==> config.mk <==
export PLATFORM = sky130hd
export DESIGN_NAME = byte_run_length_encoder
export DESIGN_NICKNAME = d
export VERILOG_FILES = /design/src/rtl/brle_pkg.sv /design/src/rtl/brle_ram.sv /design/src/rtl/brle_front.sv /design/src/rtl/brle_cmd_fifo.sv /design/src/rtl/brle_back.sv /design/src/rtl/byte_run_length_encoder.sv
export SDC_FILE = /design/constraint.sdc
export NUM_CORES = 1
export LEC_CHECK = 0
export BUFFER_PORTS_ARGS = -buffer_cell sky130_fd_sc_hd__buf_2
export CORE_ASPECT_RATIO = 0.7
export CORE_UTILIZATION = 57
export DETAILED_ROUTE_END_ITERATION = 6
export MAX_ROUTING_LAYER = met4
export PLACE_DENSITY = 0.76
export SYNTH_ARGS = -nofsm -noshare
export SYNTH_HDL_FRONTEND = slang
export SYNTH_SLANG_ARGS = --single-unit
==> constraint.sdc <==
create_clock -name clk -period 3.2 [get_ports clk]
set_input_delay 0.16 -clock clk [delete_from_list [all_inputs] [get_ports clk]]
set_output_delay 0.16 -clock clk [all_outputs]
set_load 0.005 [all_outputs]
==> src/rtl/brle_pkg.sv <==
package brle_pkg;

	localparam int MAX_LITERAL = 32;
	localparam int MAX_REPEAT  = 129;

	localparam int BYTE_W     = 8;
	localparam int RUN_W      = 8;
	localparam int LIT_CNT_W  = $clog2(MAX_LITERAL + 1);
	localparam int LIT_ADDR_W = (MAX_LITERAL > 1) ? $clog2(MAX_LITERAL) : 1;

	localparam logic [LIT_CNT_W-1:0] LIT_FULL = LIT_CNT_W'(MAX_LITERAL);
	localparam logic [RUN_W-1:0]     RUN_FULL = RUN_W'(MAX_REPEAT);
	localparam logic [RUN_W-1:0]     RUN_MIN  = RUN_W'(2);
	localparam logic [BYTE_W-1:0]    LIT_HDR_MARK = 8'h80;
	localparam logic [BYTE_W-1:0]    HDR_LEN_MASK = 8'h7f;

	localparam int CMDQ_DEPTH = 2;
	localparam int CMDQ_PTR_W = (CMDQ_DEPTH > 1) ? $clog2(CMDQ_DEPTH) : 1;
	localparam int CMDQ_CNT_W = $clog2(CMDQ_DEPTH + 1);

	// front operations, handled lowest index first
	localparam int NUM_OPS = 7;
	localparam int OP_F1   = 0;  // flush literals before a run starts
	localparam int OP_R1   = 1;  // run finished by this byte
	localparam int OP_W1   = 2;  // held byte goes to the literal store
	localparam int OP_F1B  = 3;  // literal store just filled
	localparam int OP_R2   = 4;  // run closed by end of stream
	localparam int OP_W2   = 5;  // held byte stored at end of stream
	localparam int OP_FE   = 6;  // final literal flush at end of stream
	localparam logic [NUM_OPS-1:0] PUSH_MASK  = 7'b1011011;
	localparam logic [NUM_OPS-1:0] WRITE_MASK = 7'b0100100;

	typedef struct packed {
		logic [BYTE_W-1:0] data_byte;
		logic              end_of_stream;
	} in_item_t;

	typedef struct packed {
		logic [BYTE_W-1:0] code_byte;
		logic              last_of_burst;
	} out_item_t;

	typedef enum logic {
		CMD_RUN,
		CMD_LIT
	} cmd_kind_t;

	typedef struct packed {
		cmd_kind_t             kind;
		logic [BYTE_W-1:0]     hdr;
		logic [BYTE_W-1:0]     data;
		logic [LIT_CNT_W-1:0]  cnt;
		logic                  last;
	} cmd_t;

	typedef struct packed {
		logic idle;
	} back_stat_t;

	typedef enum logic [2:0] {
		B_IDLE,
		B_HDR,
		B_RUNB,
		B_RD,
		B_LITB
	} back_state_t;

	function automatic logic [BYTE_W-1:0] lit_hdr(input logic [LIT_CNT_W-1:0] cnt);
		logic [BYTE_W-1:0] m;
		m = BYTE_W'(cnt) - 8'd1;
		return LIT_HDR_MARK | (m & HDR_LEN_MASK);
	endfunction

	function automatic logic [BYTE_W-1:0] run_hdr(input logic [RUN_W-1:0] len);
		return (len - RUN_MIN) & HDR_LEN_MASK;
	endfunction

endpackage

==> src/rtl/brle_ram.sv <==
module brle_ram #(
	parameter int WIDTH = 8,
	parameter int DEPTH = 32,
	parameter int AW    = (DEPTH > 1) ? $clog2(DEPTH) : 1
) (
	input  logic             clk,
	input  logic             we,
	input  logic [AW-1:0]    waddr,
	input  logic [WIDTH-1:0] wdata,
	input  logic             re,
	input  logic [AW-1:0]    raddr,
	output logic [WIDTH-1:0] rdata
);

	logic [WIDTH-1:0] mem_q [DEPTH];
	logic [WIDTH-1:0] rdata_q;

	always_ff @(posedge clk) begin
		if (we) begin
			mem_q[waddr] <= wdata;
		end
		if (re) begin
			rdata_q <= mem_q[raddr];
		end
	end

	assign rdata = rdata_q;

endmodule

==> src/rtl/brle_front.sv <==
module brle_front (
	input  logic                          clk,
	input  logic                          arst_n,
	input  logic                          push,
	output logic                          full,
	input  brle_pkg::in_item_t            item,
	output logic                          cmd_push,
	output brle_pkg::cmd_t                cmd,
	input  logic                          cmd_full,
	input  logic                          cmd_empty,
	input  brle_pkg::back_stat_t          back_stat,
	output logic                          ram_we,
	output logic [brle_pkg::LIT_ADDR_W-1:0] ram_waddr,
	output logic [brle_pkg::BYTE_W-1:0]   ram_wdata
);
	import brle_pkg::*;

	// encoder state
	logic [BYTE_W-1:0]    h_q, h_d;
	logic                 hv_q, hv_d;
	logic [RUN_W-1:0]     rl_q, rl_d;
	logic [LIT_CNT_W-1:0] c_q, c_d;
	logic [NUM_OPS-1:0]   pend_q, pend_d;

	// operands of the pending operations
	logic [LIT_CNT_W-1:0]  f1_cnt_q, fe_cnt_q;
	logic [BYTE_W-1:0]     r1_hdr_q, r1_byte_q, r2_hdr_q, r2_byte_q;
	logic [LIT_ADDR_W-1:0] w1_addr_q, w2_addr_q;
	logic [BYTE_W-1:0]     w1_data_q, w2_data_q;

	logic                 accept;
	logic                 eq;
	logic [NUM_OPS-1:0]   plan;
	logic [BYTE_W-1:0]    h1;
	logic                 hv1;
	logic [RUN_W-1:0]     rl1, rl_inc, r1_len;
	logic [LIT_CNT_W-1:0] c1, c2;

	logic [NUM_OPS-1:0]   cur;
	logic                 is_write;
	logic                 go;
	logic                 later_push;

	assign full   = |pend_q;
	assign accept = push && !full;

	// plan the whole request at once so the last result is known up front
	always_comb begin
		eq     = hv_q && (item.data_byte == h_q);
		plan   = '0;
		h1     = h_q;
		hv1    = hv_q;
		rl1    = rl_q;
		c1     = c_q;
		r1_len = rl_q;
		rl_inc = rl_q + 8'd1;
		if (!hv_q) begin
			h1  = item.data_byte;
			hv1 = 1'b1;
			rl1 = 8'd1;
		end else if (eq) begin
			if (rl_q < RUN_MIN) begin
				plan[OP_F1] = (c_q != '0);
				c1 = '0;
			end
			rl1 = rl_inc;
			if (rl_inc >= RUN_FULL) begin
				plan[OP_R1] = 1'b1;
				r1_len = rl_inc;
				hv1 = 1'b0;
				rl1 = '0;
			end
		end else begin
			if (rl_q >= RUN_MIN) begin
				plan[OP_R1] = 1'b1;
			end else begin
				plan[OP_W1] = 1'b1;
				c1 = c_q + LIT_CNT_W'(1);
				if (c1 >= LIT_FULL) begin
					plan[OP_F1B] = 1'b1;
					c1 = '0;
				end
			end
			h1  = item.data_byte;
			rl1 = 8'd1;
		end

		c2   = c1;
		h_d  = h1;
		hv_d = hv1;
		rl_d = rl1;
		c_d  = c1;
		if (item.end_of_stream) begin
			if (hv1) begin
				if (rl1 >= RUN_MIN) begin
					plan[OP_R2] = 1'b1;
				end else begin
					plan[OP_W2] = 1'b1;
					c2 = c1 + LIT_CNT_W'(1);
				end
			end
			plan[OP_FE] = (c2 != '0);
			h_d  = '0;
			hv_d = 1'b0;
			rl_d = '0;
			c_d  = '0;
		end
	end

	// step through the planned operations, one per cycle while the command queue and store allow
	always_comb begin
		cur        = pend_q & (~pend_q + NUM_OPS'(1));
		is_write   = |(cur & WRITE_MASK);
		later_push = |(pend_q & ~cur & PUSH_MASK);
		if (pend_q == '0) begin
			go = 1'b0;
		end else if (is_write) begin
			// the store must not change while a flush may still read it
			go = cmd_empty && back_stat.idle;
		end else begin
			go = !cmd_full;
		end

		cmd      = '0;
		cmd.last = !later_push;
		if (cur[OP_F1]) begin
			cmd.kind = CMD_LIT;
			cmd.hdr  = lit_hdr(f1_cnt_q);
			cmd.cnt  = f1_cnt_q;
		end else if (cur[OP_R1]) begin
			cmd.kind = CMD_RUN;
			cmd.hdr  = r1_hdr_q;
			cmd.data = r1_byte_q;
		end else if (cur[OP_F1B]) begin
			cmd.kind = CMD_LIT;
			cmd.hdr  = lit_hdr(LIT_FULL);
			cmd.cnt  = LIT_FULL;
		end else if (cur[OP_R2]) begin
			cmd.kind = CMD_RUN;
			cmd.hdr  = r2_hdr_q;
			cmd.data = r2_byte_q;
		end else begin
			cmd.kind = CMD_LIT;
			cmd.hdr  = lit_hdr(fe_cnt_q);
			cmd.cnt  = fe_cnt_q;
		end

		cmd_push  = go && !is_write;
		ram_we    = go && is_write;
		ram_waddr = cur[OP_W1] ? w1_addr_q : w2_addr_q;
		ram_wdata = cur[OP_W1] ? w1_data_q : w2_data_q;

		if (accept) begin
			pend_d = plan;
		end else if (go) begin
			pend_d = pend_q & ~cur;
		end else begin
			pend_d = pend_q;
		end
	end

	always_ff @(posedge clk or negedge arst_n) begin
		if (!arst_n) begin
			h_q    <= '0;
			hv_q   <= 1'b0;
			rl_q   <= '0;
			c_q    <= '0;
			pend_q <= '0;
		end else begin
			pend_q <= pend_d;
			if (accept) begin
				h_q  <= h_d;
				hv_q <= hv_d;
				rl_q <= rl_d;
				c_q  <= c_d;
			end
		end
	end

	always_ff @(posedge clk) begin
		if (accept) begin
			f1_cnt_q  <= c_q;
			r1_hdr_q  <= run_hdr(r1_len);
			r1_byte_q <= h_q;
			w1_addr_q <= c_q[LIT_ADDR_W-1:0];
			w1_data_q <= h_q;
			r2_hdr_q  <= run_hdr(rl1);
			r2_byte_q <= h1;
			w2_addr_q <= c1[LIT_ADDR_W-1:0];
			w2_data_q <= h1;
			fe_cnt_q  <= c2;
		end
	end

	a_cnt_below_full: assert property (@(posedge clk) disable iff (!arst_n)
		c_q < LIT_FULL)
		else $error("literal count reached the store size");

	a_no_hold_no_run: assert property (@(posedge clk) disable iff (!arst_n)
		!hv_q |-> (rl_q == '0))
		else $error("run length set with nothing held");

	a_run_no_literals: assert property (@(posedge clk) disable iff (!arst_n)
		(hv_q && rl_q >= RUN_MIN) |-> (c_q == '0 && rl_q < RUN_FULL))
		else $error("run active with literals pending or run too long");

endmodule

==> src/rtl/brle_cmd_fifo.sv <==
module brle_cmd_fifo (
	input  logic           clk,
	input  logic           arst_n,
	input  logic           push,
	input  brle_pkg::cmd_t wdata,
	output logic           full,
	input  logic           pop,
	output brle_pkg::cmd_t rdata,
	output logic           empty
);
	import brle_pkg::*;

	cmd_t                  mem_q [CMDQ_DEPTH];
	logic [CMDQ_PTR_W-1:0] wr_ptr_q, rd_ptr_q;
	logic [CMDQ_CNT_W-1:0] cnt_q;
	logic                  do_push, do_pop;

	localparam logic [CMDQ_PTR_W-1:0] PTR_LAST = CMDQ_PTR_W'(CMDQ_DEPTH - 1);
	localparam logic [CMDQ_CNT_W-1:0] CNT_FULL = CMDQ_CNT_W'(CMDQ_DEPTH);

	assign full    = (cnt_q == CNT_FULL);
	assign empty   = (cnt_q == '0);
	assign do_push = push && !full;
	assign do_pop  = pop && !empty;
	assign rdata   = mem_q[rd_ptr_q];

	always_ff @(posedge clk or negedge arst_n) begin
		if (!arst_n) begin
			wr_ptr_q <= '0;
			rd_ptr_q <= '0;
			cnt_q    <= '0;
		end else begin
			if (do_push) begin
				wr_ptr_q <= (wr_ptr_q == PTR_LAST) ? '0 : wr_ptr_q + CMDQ_PTR_W'(1);
			end
			if (do_pop) begin
				rd_ptr_q <= (rd_ptr_q == PTR_LAST) ? '0 : rd_ptr_q + CMDQ_PTR_W'(1);
			end
			if (do_push && !do_pop) begin
				cnt_q <= cnt_q + CMDQ_CNT_W'(1);
			end else if (do_pop && !do_push) begin
				cnt_q <= cnt_q - CMDQ_CNT_W'(1);
			end
		end
	end

	always_ff @(posedge clk) begin
		if (do_push) begin
			mem_q[wr_ptr_q] <= wdata;
		end
	end

	a_no_overflow: assert property (@(posedge clk) disable iff (!arst_n)
		!(push && full))
		else $error("command pushed into a full queue");

endmodule

==> src/rtl/brle_back.sv <==
module brle_back (
	input  logic                            clk,
	input  logic                            arst_n,
	input  brle_pkg::cmd_t                  cmd,
	input  logic                            cmd_empty,
	output logic                            cmd_pop,
	output logic                            ram_re,
	output logic [brle_pkg::LIT_ADDR_W-1:0] ram_raddr,
	input  logic [brle_pkg::BYTE_W-1:0]     ram_rdata,
	output brle_pkg::back_stat_t            stat,
	output logic                            empty,
	input  logic                            pop,
	output brle_pkg::out_item_t             result
);
	import brle_pkg::*;

	back_state_t          state_q, state_d;
	cmd_t                 cmd_q;
	logic [LIT_CNT_W-1:0] idx_q, idx_d;
	out_item_t            out_q, out_d;
	logic                 out_valid_q;
	logic                 out_free;
	logic                 load;
	logic                 lit_end;

	assign out_free = !out_valid_q || pop;
	assign lit_end  = ((idx_q + LIT_CNT_W'(1)) == cmd_q.cnt);

	always_comb begin
		state_d = state_q;
		idx_d   = idx_q;
		cmd_pop = 1'b0;
		ram_re  = 1'b0;
		load    = 1'b0;
		out_d   = '0;
		case (state_q)
			B_IDLE: begin
				if (!cmd_empty) begin
					cmd_pop = 1'b1;
					state_d = B_HDR;
				end
			end
			B_HDR: begin
				if (out_free) begin
					load            = 1'b1;
					out_d.code_byte = cmd_q.hdr;
					idx_d           = '0;
					state_d         = (cmd_q.kind == CMD_RUN) ? B_RUNB : B_RD;
				end
			end
			B_RUNB: begin
				if (out_free) begin
					load                = 1'b1;
					out_d.code_byte     = cmd_q.data;
					out_d.last_of_burst = cmd_q.last;
					state_d             = B_IDLE;
				end
			end
			B_RD: begin
				ram_re  = 1'b1;
				state_d = B_LITB;
			end
			B_LITB: begin
				if (out_free) begin
					load                = 1'b1;
					out_d.code_byte     = ram_rdata;
					out_d.last_of_burst = cmd_q.last && lit_end;
					if (lit_end) begin
						state_d = B_IDLE;
					end else begin
						idx_d   = idx_q + LIT_CNT_W'(1);
						state_d = B_RD;
					end
				end
			end
			default: begin
				state_d = B_IDLE;
			end
		endcase
	end

	assign ram_raddr = idx_q[LIT_ADDR_W-1:0];
	assign stat.idle = (state_q == B_IDLE);
	assign empty     = !out_valid_q;
	assign result    = out_q;

	always_ff @(posedge clk or negedge arst_n) begin
		if (!arst_n) begin
			state_q     <= B_IDLE;
			out_valid_q <= 1'b0;
		end else begin
			state_q <= state_d;
			if (load) begin
				out_valid_q <= 1'b1;
			end else if (pop) begin
				out_valid_q <= 1'b0;
			end
		end
	end

	always_ff @(posedge clk) begin
		idx_q <= idx_d;
		if (cmd_pop) begin
			cmd_q <= cmd;
		end
		if (load) begin
			out_q <= out_d;
		end
	end

	a_idx_in_range: assert property (@(posedge clk) disable iff (!arst_n)
		(state_q == B_LITB || state_q == B_RD) |-> (idx_q < cmd_q.cnt))
		else $error("literal index past the flush count");

endmodule

==> src/rtl/byte_run_length_encoder.sv <==
// byte run-length encoder, packbits style
// input queue side: push an item (data_byte, end_of_stream) when full is low.
// result queue side: while empty is low the oldest code byte is on result;
// pop takes it. last_of_burst marks the final code byte caused by one request.
// a run of 2..129 equal bytes gives a header (length - 2) and the byte; up to
// 32 other bytes give a header (0x80 | count - 1) and the bytes themselves.
// the front takes a new request straight away when the last one only updated the
// held byte or run length; when it stores a literal or queues a code, full stays
// high while the planned steps are done in order, one step per cycle unless stalled.
// storing a literal waits until the command queue is empty and the back is
// idle, since queued literal codes still read the one literal memory.
// the back sends a run code as its header then the byte, and n literals as the
// header then each literal, each literal costing one memory read and one output load.
// first result reaches the ports once its command has passed the command queue and the
// back's idle and header states, later when a literal store comes first or the back is busy.
// reset empties the held byte, run and literal counts, the command queue and
// the output register; the literal memory needs no clearing.
// when pop stays low the output register holds, the back stops, the command
// queue fills and full rises; nothing is dropped.
module byte_run_length_encoder (
	input  logic                clk,
	input  logic                arst_n,
	input  logic                push,
	output logic                full,
	input  brle_pkg::in_item_t  item,
	output logic                empty,
	input  logic                pop,
	output brle_pkg::out_item_t result
);
	import brle_pkg::*;

	cmd_t                  f_cmd, q_cmd;
	logic                  f_cmd_push;
	logic                  q_full, q_empty, q_pop;
	back_stat_t            b_stat;
	logic                  ram_we, ram_re;
	logic [LIT_ADDR_W-1:0] ram_waddr, ram_raddr;
	logic [BYTE_W-1:0]     ram_wdata, ram_rdata;

	brle_front u_front (
		.clk       (clk),
		.arst_n    (arst_n),
		.push      (push),
		.full      (full),
		.item      (item),
		.cmd_push  (f_cmd_push),
		.cmd       (f_cmd),
		.cmd_full  (q_full),
		.cmd_empty (q_empty),
		.back_stat (b_stat),
		.ram_we    (ram_we),
		.ram_waddr (ram_waddr),
		.ram_wdata (ram_wdata)
	);

	brle_cmd_fifo u_cmdq (
		.clk    (clk),
		.arst_n (arst_n),
		.push   (f_cmd_push),
		.wdata  (f_cmd),
		.full   (q_full),
		.pop    (q_pop),
		.rdata  (q_cmd),
		.empty  (q_empty)
	);

	brle_back u_back (
		.clk       (clk),
		.arst_n    (arst_n),
		.cmd       (q_cmd),
		.cmd_empty (q_empty),
		.cmd_pop   (q_pop),
		.ram_re    (ram_re),
		.ram_raddr (ram_raddr),
		.ram_rdata (ram_rdata),
		.stat      (b_stat),
		.empty     (empty),
		.pop       (pop),
		.result    (result)
	);

	brle_ram #(
		.WIDTH (BYTE_W),
		.DEPTH (MAX_LITERAL),
		.AW    (LIT_ADDR_W)
	) u_lit_ram (
		.clk   (clk),
		.we    (ram_we),
		.waddr (ram_waddr),
		.wdata (ram_wdata),
		.re    (ram_re),
		.raddr (ram_raddr),
		.rdata (ram_rdata)
	);

endmodule
# Word level (Yosys, flattened, before mapping)
# Memories as Yosys holds them, arrays and structs flattened. A register that Yosys moved wholly into a read port is not among the register bits.
# Cells that the tools add are included.
[op_classes]
n_addsub = 13
multipliers = 0
div_mod_pow = 0
n_lt_le_gt_ge = 5
n_eq_ne = 12
shift = 0
n_mux = 85
bitwise_logic = 4
n_reduce_logical = 34
[op_table]
columns = ["operator", "count"]
rows = [
  ["$mux 6", 17],
  ["$mux 8", 12],
  ["$mux 9", 5],
  ["$mux 7", 5],
  ["$mux 1", 28],
  ["$pmux 8 s3", 1],
  ["$add 6x1->6 const B", 3],
  ["$mux 17", 1],
  ["$ge 8x2->1 const B", 2],
  ["$mux 3", 5],
  ["$pmux 3 s5", 1],
  ["$and 7x7->7", 2],
  ["$not 7->7", 2],
  ["$sub 6x1->7 const B", 2],
  ["$sub 7x2->7 const B", 2],
  ["$mux 2", 6],
  ["$pmux 6 s2", 1],
  ["$reduce_bool 6->1", 2],
  ["$logic_and 1x1->1", 10],
  ["$add 8x1->8 const B", 1],
  ["$eq 8x8->1", 1],
  ["$ge 8x8->1 const B", 1],
  ["$logic_not 1->1", 8],
  ["$lt 8x2->1 const B", 1],
  ["other kinds (25)", 34],
]
[totals]
ff_bits = 105
latchBits = 0
ramBits = 304
rom_bits = 0
inputBits = 13
out_inout_bits = 11
n_memories = 2
[mem_list]
columns = ["name", "depth", "word_bits", "rd", "rd_ports_with_merged_regs", "write_ports", "line_no", "text"]
rows = [
  ["u_lit_ram.mem_q", 32, 8, 1, 1, 1, "brle_ram.sv:15", "logic [WIDTH-1:0] mem_q [DEPTH];"],
  ["u_cmdq.mem_q", 2, 24, 1, 1, 1, "brle_cmd_fifo.sv:13", "cmd_t mem_q [CMDQ_DEPTH];"],
]

# Depth between registers and ports, before layout
# Gate-level depths: netlist of the first run.
[depth]
ltp_word = 13
mapped_depth = 15
ltp_nobuf = 13

# By module
# Synthesis of the first run repeated with hierarchy kept, for this count alone.
[unflattened]
hier_cells = 1169
area_unflattened_um2 = 19108.3
[modules_own_cells]
columns = ["mod", "n_inst", "cells_per_inst", "area_each_um2"]
rows = [
  ["brle_ram", 1, 417, 10133.5],
  ["brle_front", 1, 507, 4953.5],
  ["brle_cmd_fifo", 1, 94, 2030.7],
  ["brle_back", 1, 151, 1990.7],
]

# Worst setup path before layout of the first run
# No wires, ideal clock.
[synth_path]
path_type = "reg2reg"
start = "register u_front.rl_q[0]"
end = "register u_front.r1_hdr_q[5] (data pin)"
setup_time_ns = 0.263
arrival_ns = 3.136
setup_slack_ns = -0.199
path_stages_with_launch = 14
period_less_slack_ns = 3.399
path_cell_list = "dfrtp_1 > ha_1 > buf_4 > and3_1 > and3_1 > xnor2_1 > a41o_1 > or2_1 > buf_4 > mux2i_1 > ha_1 > or3b_2 > mux2i_1 > xor2_1"
[synth_via]
elab_chain_len = 6
[synth_rtl]
columns = ["item", "line_no", "text"]
rows = [
  ["from (decl)", "brle_front.sv:21", "logic [RUN_W-1:0] rl_q, rl_d;"],
  ["from (signal assigned)", "brle_front.sv:174", "rl_q <= rl_d;"],
  ["$add 8x1->8", "brle_front.sv:56", "rl_inc = rl_q + 8'd1;"],
  ["$ge 8x8->1", "brle_front.sv:67", "if (rl_inc >= RUN_FULL) begin"],
  ["$mux 7", "brle_front.sv:67", ""],
  ["$mux 7", "brle_front.sv:61", "end else if (eq) begin"],
  ["$mux 7 *", "brle_front.sv:57", "if (!hv_q) begin"],
  ["$sub 7x2->7 *", "brle_pkg.sv:75", "return (len - RUN_MIN) & HDR_LEN_MASK;"],
  ["to (signal assigned)", "brle_front.sv:183", "r1_hdr_q <= run_hdr(r1_len);"],
  ["to (decl)", "brle_front.sv:27", "logic [BYTE_W-1:0] r1_hdr_q, r1_byte_q, r2_hdr_q, r2_byte_q;"],
]
# Every way passes the cells marked *; elsewhere a longest branch is shown, timed or not.
# A chain may end at the register's enable or synchronous reset.

# Worst setup path after layout of the first run
# Ends and elaborated chain as after synthesis.

==> results of run 1 <==
==> registers in the layout (all words and copies together), names as in the netlist, 8 cells and up <==
register and flops:
u_lit_ram.mem_q 256, u_cmdq.mem_q 46, u_back.cmd_q 23, u_back.result 9, u_front.h_q 8, u_front.r1_byte_q 8
u_front.r2_byte_q 8, u_front.rl_q 8, u_lit_ram.rdata 8
==> cell families after synthesis <==
group,Yosys count,share of synthesized area (%)
AO/OA/AOI/OAI,234,8.33
XOR/XNOR,52,2.43
adder cells (fa/ha/maj),14,0.935
buffers and inverters,110,2.48
flip-flops,433,68.4
multiplexers,135,9.68
AND/OR/NAND/NOR,304,7.75
==> cells in the final DEF, fill, tap and decap left out, drive strengths merged, types with 17 or more instances in the layout <==
cell type | synthesis | final
buf | 30 | 108
edfxtp | 395 | 395
clkbuf | 48 | 55
mux2 | 49 | 49
dfrtp | 38 | 38
nand2 | 104 | 104
o221ai | 24 | 24
nor2 | 95 | 95
o21ai | 71 | 71
mux2i | 54 | 54
xor2 | 18 | 18
xnor2 | 34 | 34
a21oi | 47 | 47
mux4 | 32 | 32
inv | 31 | 32
a22o | 17 | 17
==> per-layer routing <==
metal | global-route usage, % | vias to the layer above | share of wire, %
met5 | - | - | 0
met2 | 35.4 | 466 | 42
met1 | 39.5 | 5415 | 46
li1 | - | 5056 | -
met3 | 6.33 | 54 | 9.6
met4 | 6.25 | 0 | 1.7
==> timing repair <==
item | in CTS | in global routing
endpoints found under the hold margin | 54 | 0
resized for setup | 0 | 3
hold buffers | 9 | 0
endpoints found under the setup margin | 0 | 2
==> power by group through the flow <==
stage	Combinational [W]	Sequential, W	Clock (W)
2_1_floorplan	0.00348	0.00806	0
3_3_place_gp	0.00493	0.00829	0
3_5_place_dp	0.00507	0.00833	0
4_1_cts	0.00510	0.00821	0.00477
5_1_grt	0.00556	0.00829	0.00498
6_report	0.00510	0.00821	0.00471
==> layout make-up <==
| class | count | share of cell area [%] |
|---|---|---|
| Clock inverter | 19 | 0.858 |
| Multi-Input combinational cell | 739 | 26.1 |
| Sequential cell | 433 | 60.6 |
| Tap cell | 427 | 2.53 |
| Clock buffer | 55 | 5.25 |
| Inverter | 32 | 0.568 |
| Timing Repair Buffer | 117 | 4.11 |
==> stage by stage <==
step | util, % | hold WS, ns | cells
after floorplan | - | -0.136 | 1282
after global placement | 61.1 | 0.364 | 1739
after detailed placement | 61.1 | 0.382 | 1739
after CTS | 65.3 | 0.00754 | 1822
after global routing | 65.4 | 0.0396 | 1822
final | 65.4 | 0.0242 | 1822
==> worst paths after layout <==
kind | startpoint | to | slack [ns] | cells past startpoint
worst max-delay path | u_front.rl_q[0] | u_front.r1_hdr_q[5] | 0.17 | 11
worst min-delay path | item[0] | u_front.pend_q[4] | 0.02 | 3
worst max register to register | u_front.rl_q[0] | u_front.r1_hdr_q[5] | 0.17 | 11
worst min register to register | u_front.h_q[1] | u_front.r1_byte_q[1] | 0.49 | 0
max in group asynchronous | arst_n | u_front.rl_q[0] | 2.24 | 2
min in group asynchronous | arst_n | u_front.rl_q[2] | 0.30 | 2
==> worst register-to-register path, stage by stage (launching register included) <==
cell                      delay (ns)
sky130_fd_sc_hd__dfrtp_2        0.40
sky130_fd_sc_hd__ha_2           0.19
sky130_fd_sc_hd__and3_4         0.20
sky130_fd_sc_hd__and3_4         0.21
sky130_fd_sc_hd__xnor2_4        0.15
sky130_fd_sc_hd__a41o_1         0.23
sky130_fd_sc_hd__or2_4          0.27
sky130_fd_sc_hd__mux2i_1        0.24
sky130_fd_sc_hd__ha_2           0.26
sky130_fd_sc_hd__or3b_4         0.38
sky130_fd_sc_hd__mux2i_1        0.17
sky130_fd_sc_hd__xor2_1         0.09
==> impl_metrics.sql, run 1 <==
INSERT INTO impl_metrics (metric_group, metric, value, unit) VALUES
('timing', 'post-route-period-util', '94.7', '%'),
('placement', 'gpl.final_weighted_congestion', '0.917', ''),
('logic_synthesis', 'synth.yosys.warnings', '0', ''),
('setup_path', 'element_type_at_the_critical_path_end', 'flop', ''),
('placement', 'placement.setup.worst_slack', '0.0918', 'ns'),
('route', 'routed_wl', '41200', 'µm'),
('clocking', 'clock_tree.htree_level_count', '2', ''),
('timing', 'slew-limit-headroom', '19.6', '%'),
('placement', 'detailed_place.area', '0.0198', 'mm²'),
('clocking', 'clock_tree_from_tritoncts', 'done', ''),
('power', 'power.switching', '0.00582', 'W'),
('power', 'switching_share', '32.3', '%'),
('timing', 'postLayoutSetupSlackWorst', '0.169', 'ns'),
('floorplan', 'core.rowCount', '55', ''),
('placement', 'io_buffer_count', '23', ''),
('worst_hold_path', 'min-delay-path-class', 'in2reg', ''),
('finish', 'drive_gt1_share', '19.7', '%'),
('logic_synthesis', 'postSynth.topFlopCell', 'sky130_fd_sc_hd__edfxtp_1', ''),
('logic_synthesis', 'synth_most_common_cell', 'sky130_fd_sc_hd__edfxtp_1', ''),
('timing', 'grt_setup_unrepaired', 'no', ''),
('floorplan', 'floorplan.core_area', '0.0323', 'mm²'),
('setup_path', 'crit_required', '3.49', 'ns'),
('floorplan', 'die_w', '219', 'µm'),
('logic_synthesis', 'yosys_register_bits', '433', ''),
('clocking', 'clk_pin_slew', '0.06', 'ns'),
('clocking', 'num_cts_buffers', '40', ''),
('logic_synthesis', 'post_synthesis_sequential_area_ratio', '68.4', '%'),
('power', 'max-vdd-ir-drop', '473', 'µV'),
('setup_path', 'timing.critical_path.buf_inv', '0', ''),
('power', 'power_per_cell_area', '852', 'mW/mm²'),
('route', 'dr.first_iter.drc_count', '1147', ''),
('timing', 'final-setup-viol-count', '0', ''),
('setup_path', 'setup.worst_path.start_class', 'flop', ''),
('setup_path', 'worstPathArrival', '3.32', 'ns'),
('clocking', 'cts_post_setup_buffers_inserted', '0', ''),
('grt', 'wire_length_of_the_first_global_routing_pass', '63400', 'µm'),
('grt', 'global_route_total_usage_across_every_layer', '26.0', '%'),
('route', 'wire_per_inst', '22.6', 'µm'),
('power', 'p_int', '0.0122', 'W'),
('grt', 'antenna_violations_before_repair', '0', ''),
('route', 'remaining_number_of_nets_flagged_by_the_antenna_check_after_routing', '0', ''),
('power', 'comb_power_share', '28.3', '%'),
('power', 'power_frac_seq', '45.6', '%'),
('route', 'detailroute.via_count', '11000', ''),
('timing', 'report.final.hold_viol_count', '0', ''),
('logic_synthesis', 'post-synth-top-area-fraction', '63.3', '%'),
('logic_synthesis', 'post_synth_top_cells', 'sky130_fd_sc_hd__edfxtp_1 (395), sky130_fd_sc_hd__nand2_1 (103), sky130_fd_sc_hd__nor2_1 (94), sky130_fd_sc_hd__o21ai_0 (70), sky130_fd_sc_hd__mux2i_1 (54)', ''),
('setup_path', 'worst-path-max-fanout', '5', ''),
('logic_synthesis', 'biggest_area_consumer_among_synthesized_cells', 'sky130_fd_sc_hd__edfxtp_1', ''),
('power', 'p_total', '0.0180', 'W'),
('logic_synthesis', 'syn-cell-area', '0.0187', 'mm²'),
('finish', 'seqCellArea', '0.0128', 'mm²'),
('setup_path', 'critPathTopFamily', 'simple AND/OR/NAND/NOR gates', ''),
('floorplan', 'dieArea', '0.0336', 'mm²'),
('timing', 'finalSetupTns', '0', 'ns'),
('route', 'via_density_per_instance', '6.03', ''),
('logic_synthesis', 'synth_area_leaders', 'sky130_fd_sc_hd__edfxtp_1 (63%), sky130_fd_sc_hd__dfrtp_1 (5.1%), sky130_fd_sc_hd__mux4_2 (3.8%)', ''),
('grt', 'grt_start_max_net_pins', '44', ''),
('clocking', 'max-clock-path-buffers', '3', ''),
('setup_path', 'cpMaxStageDelayCell', 'sky130_fd_sc_hd__dfrtp_2', ''),
('logic_synthesis', 'synth.lib_cells_used.distinct', '74', ''),
('timing', 'clock_skew', '0.0191', 'ns'),
('logic_synthesis', 'avgSynthCellArea', '14.6', 'µm²'),
('finish', 'number_of_nets_in_the_layout', '1390', ''),
('finish', 'filler_cell_count', '2255', ''),
('finish', 'synthToLayoutAreaGrowth', '12.9', '%'),
('clocking', 'clk_root_buffer_cell', 'sky130_fd_sc_hd__clkbuf_16', ''),
('power', 'p_clk_share', '26.1', '%'),
('run_status', 'outcome', 'complete, no violations', ''),
('logic_synthesis', 'synthCells', '1282', ''),
('floorplan', 'top_level_ports', '24', '');
(Power assumes the default switching activity.)
==> inputs of run 2 (changes only) <==
BUFFER_PORTS_ARGS = default   (was -buffer_cell sky130_fd_sc_hd__buf_2)
CAP_MARGIN = 10   (was default)
CORE_MARGIN = 4   (was default)
DONT_BUFFER_PORTS = 1   (was default)
PLACE_DENSITY = 0.75   (was 0.76)
==> run 2 against run 1 <==
Non-clock buffer count decreased by 20. Clock skew up 0.0073 ns. Via count rose by 1.2%. Sequential power hardly changed. Global-route usage shrank 1.4 points. First-iteration DRC count rose by 14%. Register-to-register slack about the same. Largest cell class unchanged. Clock power up 1%.
==> impl_metrics.sql, run 2 (synthesized netlist as in run 1, its figures left out) <==
INSERT INTO impl_metrics (metric_group, metric, value, unit) VALUES
('setup_path', 'critical_path.startpoint', 'u_front.rl_q[0]', ''),
('floorplan', 'top_level_ports', '24', ''),
('route', 'drc', '0', ''),
('route', 'routed_wl', '42600', 'µm'),
('floorplan', 'initial_core_util', '57.9', '%'),
('setup_path', 'crit_required', '3.51', 'ns'),
('power', 'power_per_cell_area', '858', 'mW/mm²'),
('placement', 'io_buffer_count', '0', ''),
('grt', 'grt_pass1_vias', '10700', ''),
('timing', 'slew-limit-headroom', '29.5', '%'),
('timing', 'post-route-period-util', '94.8', '%'),
('timing', 'grt_setup_unrepaired', 'no', ''),
('placement', 'gpl.final_weighted_congestion', '0.918', ''),
('route', 'wire_per_inst', '23.6', 'µm'),
('setup_path', 'worstPathArrival', '3.34', 'ns'),
('worst_hold_path', 'hp-start', 'item[0]', ''),
('run_status', 'outcome', 'complete, no violations', ''),
('setup_path', 'setup.worst_path.start_class', 'flop', ''),
('route', 'remaining_number_of_nets_flagged_by_the_antenna_check_after_routing', '0', ''),
('timing', 'finalCriticalPeriod', '3.03', 'ns'),
('finish', 'layout_top_registers', 'u_lit_ram.mem_q (256), u_cmdq.mem_q (46), u_back.cmd_q (23)', ''),
('placement', 'dp_hpwl', '28000', 'µm'),
('finish', 'seqCellArea', '0.0128', 'mm²'),
('clocking', 'clock_tree.htree_level_count', '2', ''),
('finish', 'commonest_non_fill_non_tap_cell_in_the_layout', 'sky130_fd_sc_hd__edfxtp_1', ''),
('clocking', 'cts_sinks', '433', ''),
('finish', 'layout.core_utilization', '65.2', '%'),
('clocking', 'num_cts_buffers', '41', ''),
('finish', 'filler_cell_count', '2275', ''),
('clocking', 'clk_pin_slew', '0.07', 'ns'),
('finish', 'synthToLayoutAreaGrowth', '12.5', '%'),
('finish', 'most_frequent_cells_in_the_layout', 'sky130_fd_sc_hd__edfxtp_1 (395), sky130_fd_sc_hd__nand2_1 (103), sky130_fd_sc_hd__nor2_1 (90)', ''),
('finish', 'multi_input_gate_area', '0.00552', 'mm²'),
('timing', 'clock_skew', '0.0264', 'ns'),
('clocking', 'cts_post_setup_buffers_inserted', '0', ''),
('route', 'dr.first_iter.drc_count', '1313', ''),
('route', 'detailroute.via_count', '11100', ''),
('grt', 'grt_overflow_total', '0', ''),
('finish', 'regMostFlops', 'u_lit_ram.mem_q', ''),
('grt', 'grt_start_max_net_pins', '50', ''),
('floorplan', 'die_w', '225', 'µm'),
('run', 'drv_cap', '0', ''),
('finish', 'number_of_nets_in_the_layout', '1371', ''),
('timing', 'finalSetupTns', '0', 'ns'),
('clocking', 'clock_tree_from_tritoncts', 'done', ''),
('grt', 'antenna_violations_before_repair', '0', ''),
('power', 'max-vdd-ir-drop', '546', 'µV'),
('worst_hold_path', 'min-delay-path-class', 'in2reg', ''),
('floorplan', 'die_h', '160', 'µm'),
('timing', 'report.final.hold_viol_count', '0', ''),
('clocking', 'max-clock-path-buffers', '3', ''),
('timing', 'drv_slew', '0', ''),
('grt', 'global_route_total_usage_across_every_layer', '24.6', '%'),
('setup_path', 'critical_path.reg2reg.startpoint', 'u_front.rl_q[0]', ''),
('floorplan', 'floorplan.core_area', '0.0323', 'mm²'),
('route', 'via_density_per_instance', '6.16', ''),
('setup_path', 'worst-setup-path-type', 'reg2reg', ''),
('timing', 'final-setup-viol-count', '0', ''),
('timing', 'fmaxAchievable', '330', 'MHz'),
('floorplan', 'core.rowCount', '55', ''),
('floorplan', 'dieArea', '0.0359', 'mm²'),
('clocking', 'clk_root_buffer_cell', 'sky130_fd_sc_hd__clkbuf_16', ''),
('finish', 'drive_gt1_share', '18.7', '%'),
('timing', 'max_slew.worst_pin.slew', '1.06', 'ns'),
('setup_path', 'element_type_at_the_critical_path_end', 'flop', ''),
('setup_path', 'worst-path-max-fanout', '5', ''),
('power', 'leakage_power_figure', '7.23', 'nW'),
('finish', 'n_antenna_cell', '0', ''),
('clocking', 'worst_skew_pair.late_latency', '0.57', 'ns'),
('route', 'detailed_router_iteration_count_before_antenna_repair', '5', ''),
('finish', 'largest_reg_flops', '256', ''),
('grt', 'wire_length_of_the_first_global_routing_pass', '65100', 'µm');
-- run 2: cell types whose count changed in the layout (fill, tap and decap cells not counted), moves of 2 or more --
| cell | before | now |
|---|---|---|
| sky130_fd_sc_hd__buf_2 | 23 | 0 |
| sky130_fd_sc_hd__clkinv_2 | 4 | 8 |
| sky130_fd_sc_hd__dlygate4sd3_1 | 9 | 11 |
| sky130_fd_sc_hd__clkinv_1 | 9 | 6 |
-- run 2: per-layer routing --
metal / up-vias / global-route usage, % / part of all wire (%)
li1: 5036 / - / -
met1: 5533 / 38.2 / 46
met2: 492 / 33.0 / 43
met3: 59 / 6.67 / 10
met4: 0 / 5.09 / 1.7
met5: - / - / 0
-- run 2: critical path, stage by stage (launching register included) --
cell	delay (ns)
sky130_fd_sc_hd__dfrtp_2	0.40
sky130_fd_sc_hd__ha_2	0.19
sky130_fd_sc_hd__and3_4	0.20
sky130_fd_sc_hd__and3_4	0.20
sky130_fd_sc_hd__xnor2_4	0.14
sky130_fd_sc_hd__a41o_1	0.23
sky130_fd_sc_hd__or2_4	0.27
sky130_fd_sc_hd__mux2i_2	0.22
sky130_fd_sc_hd__ha_2	0.25
sky130_fd_sc_hd__or3b_4	0.37
sky130_fd_sc_hd__mux2i_1	0.18
sky130_fd_sc_hd__xor2_1	0.10
-- run 2: area by class of cell --
| class | instances | share of cell area [%] |
|---|---|---|
| clock inverters | 22 | 0.997 |
| repair buffers | 97 | 3.74 |
| flip-flops and latches | 433 | 60.8 |
| well taps | 427 | 2.53 |
| clock buffers | 54 | 5.19 |
| inverters | 32 | 0.570 |
| multi-input cells | 739 | 26.2 |
-- run 2: where the power goes --
| part | total [W] | switching (W) | internal [W] |
|---|---|---|---|
| clock | 0.00478 | 0.00210 | 0.00268 |
| sequential | 0.00824 | 0.000541 | 0.00770 |
| combinational | 0.00507 | 0.00329 | 0.00177 |
| total | 0.0181 | 0.00594 | 0.0122 |
-- run 2: through the flow --
step / cell area, µm² / power (W) / worst slack [ns] / hold WS, ns / instances
2_1_floorplan: 18800 / 0.0115 / 0.0534 / -0.136 / 1282
3_3_place_gp: 19600 / 0.0131 / 0.169 / -0.135 / 1716
3_5_place_dp: 19600 / 0.0133 / 0.0365 / -0.135 / 1716
4_1_cts: 21100 / 0.0181 / 0.0284 / 0.0120 / 1804
5_1_grt: 21100 / 0.0190 / 0.00449 / 0.0419 / 1804
6_report: 21100 / 0.0181 / 0.167 / 0.0310 / 1804
-- run 2: timing repair --
action,in CTS,in global routing
setup endpoints to repair,0,1
hold buffers,12,0
endpoints found under the hold margin,71,0
gates resized for setup,0,3
-- run 2: final timing paths --
check / endpoint / slack, ns / depth (start not counted)
max in group asynchronous: u_front.h_q[6] / 2.87 / 2
worst max register to register: u_front.r1_hdr_q[5] / 0.17 / 11
min in group asynchronous: u_front.pend_q[1] / 0.12 / 2
worst min-delay path: u_front.pend_q[5] / 0.03 / 2
worst max-delay path: u_front.r1_hdr_q[5] / 0.17 / 11
worst min register to register: u_front.r1_byte_q[1] / 0.49 / 0
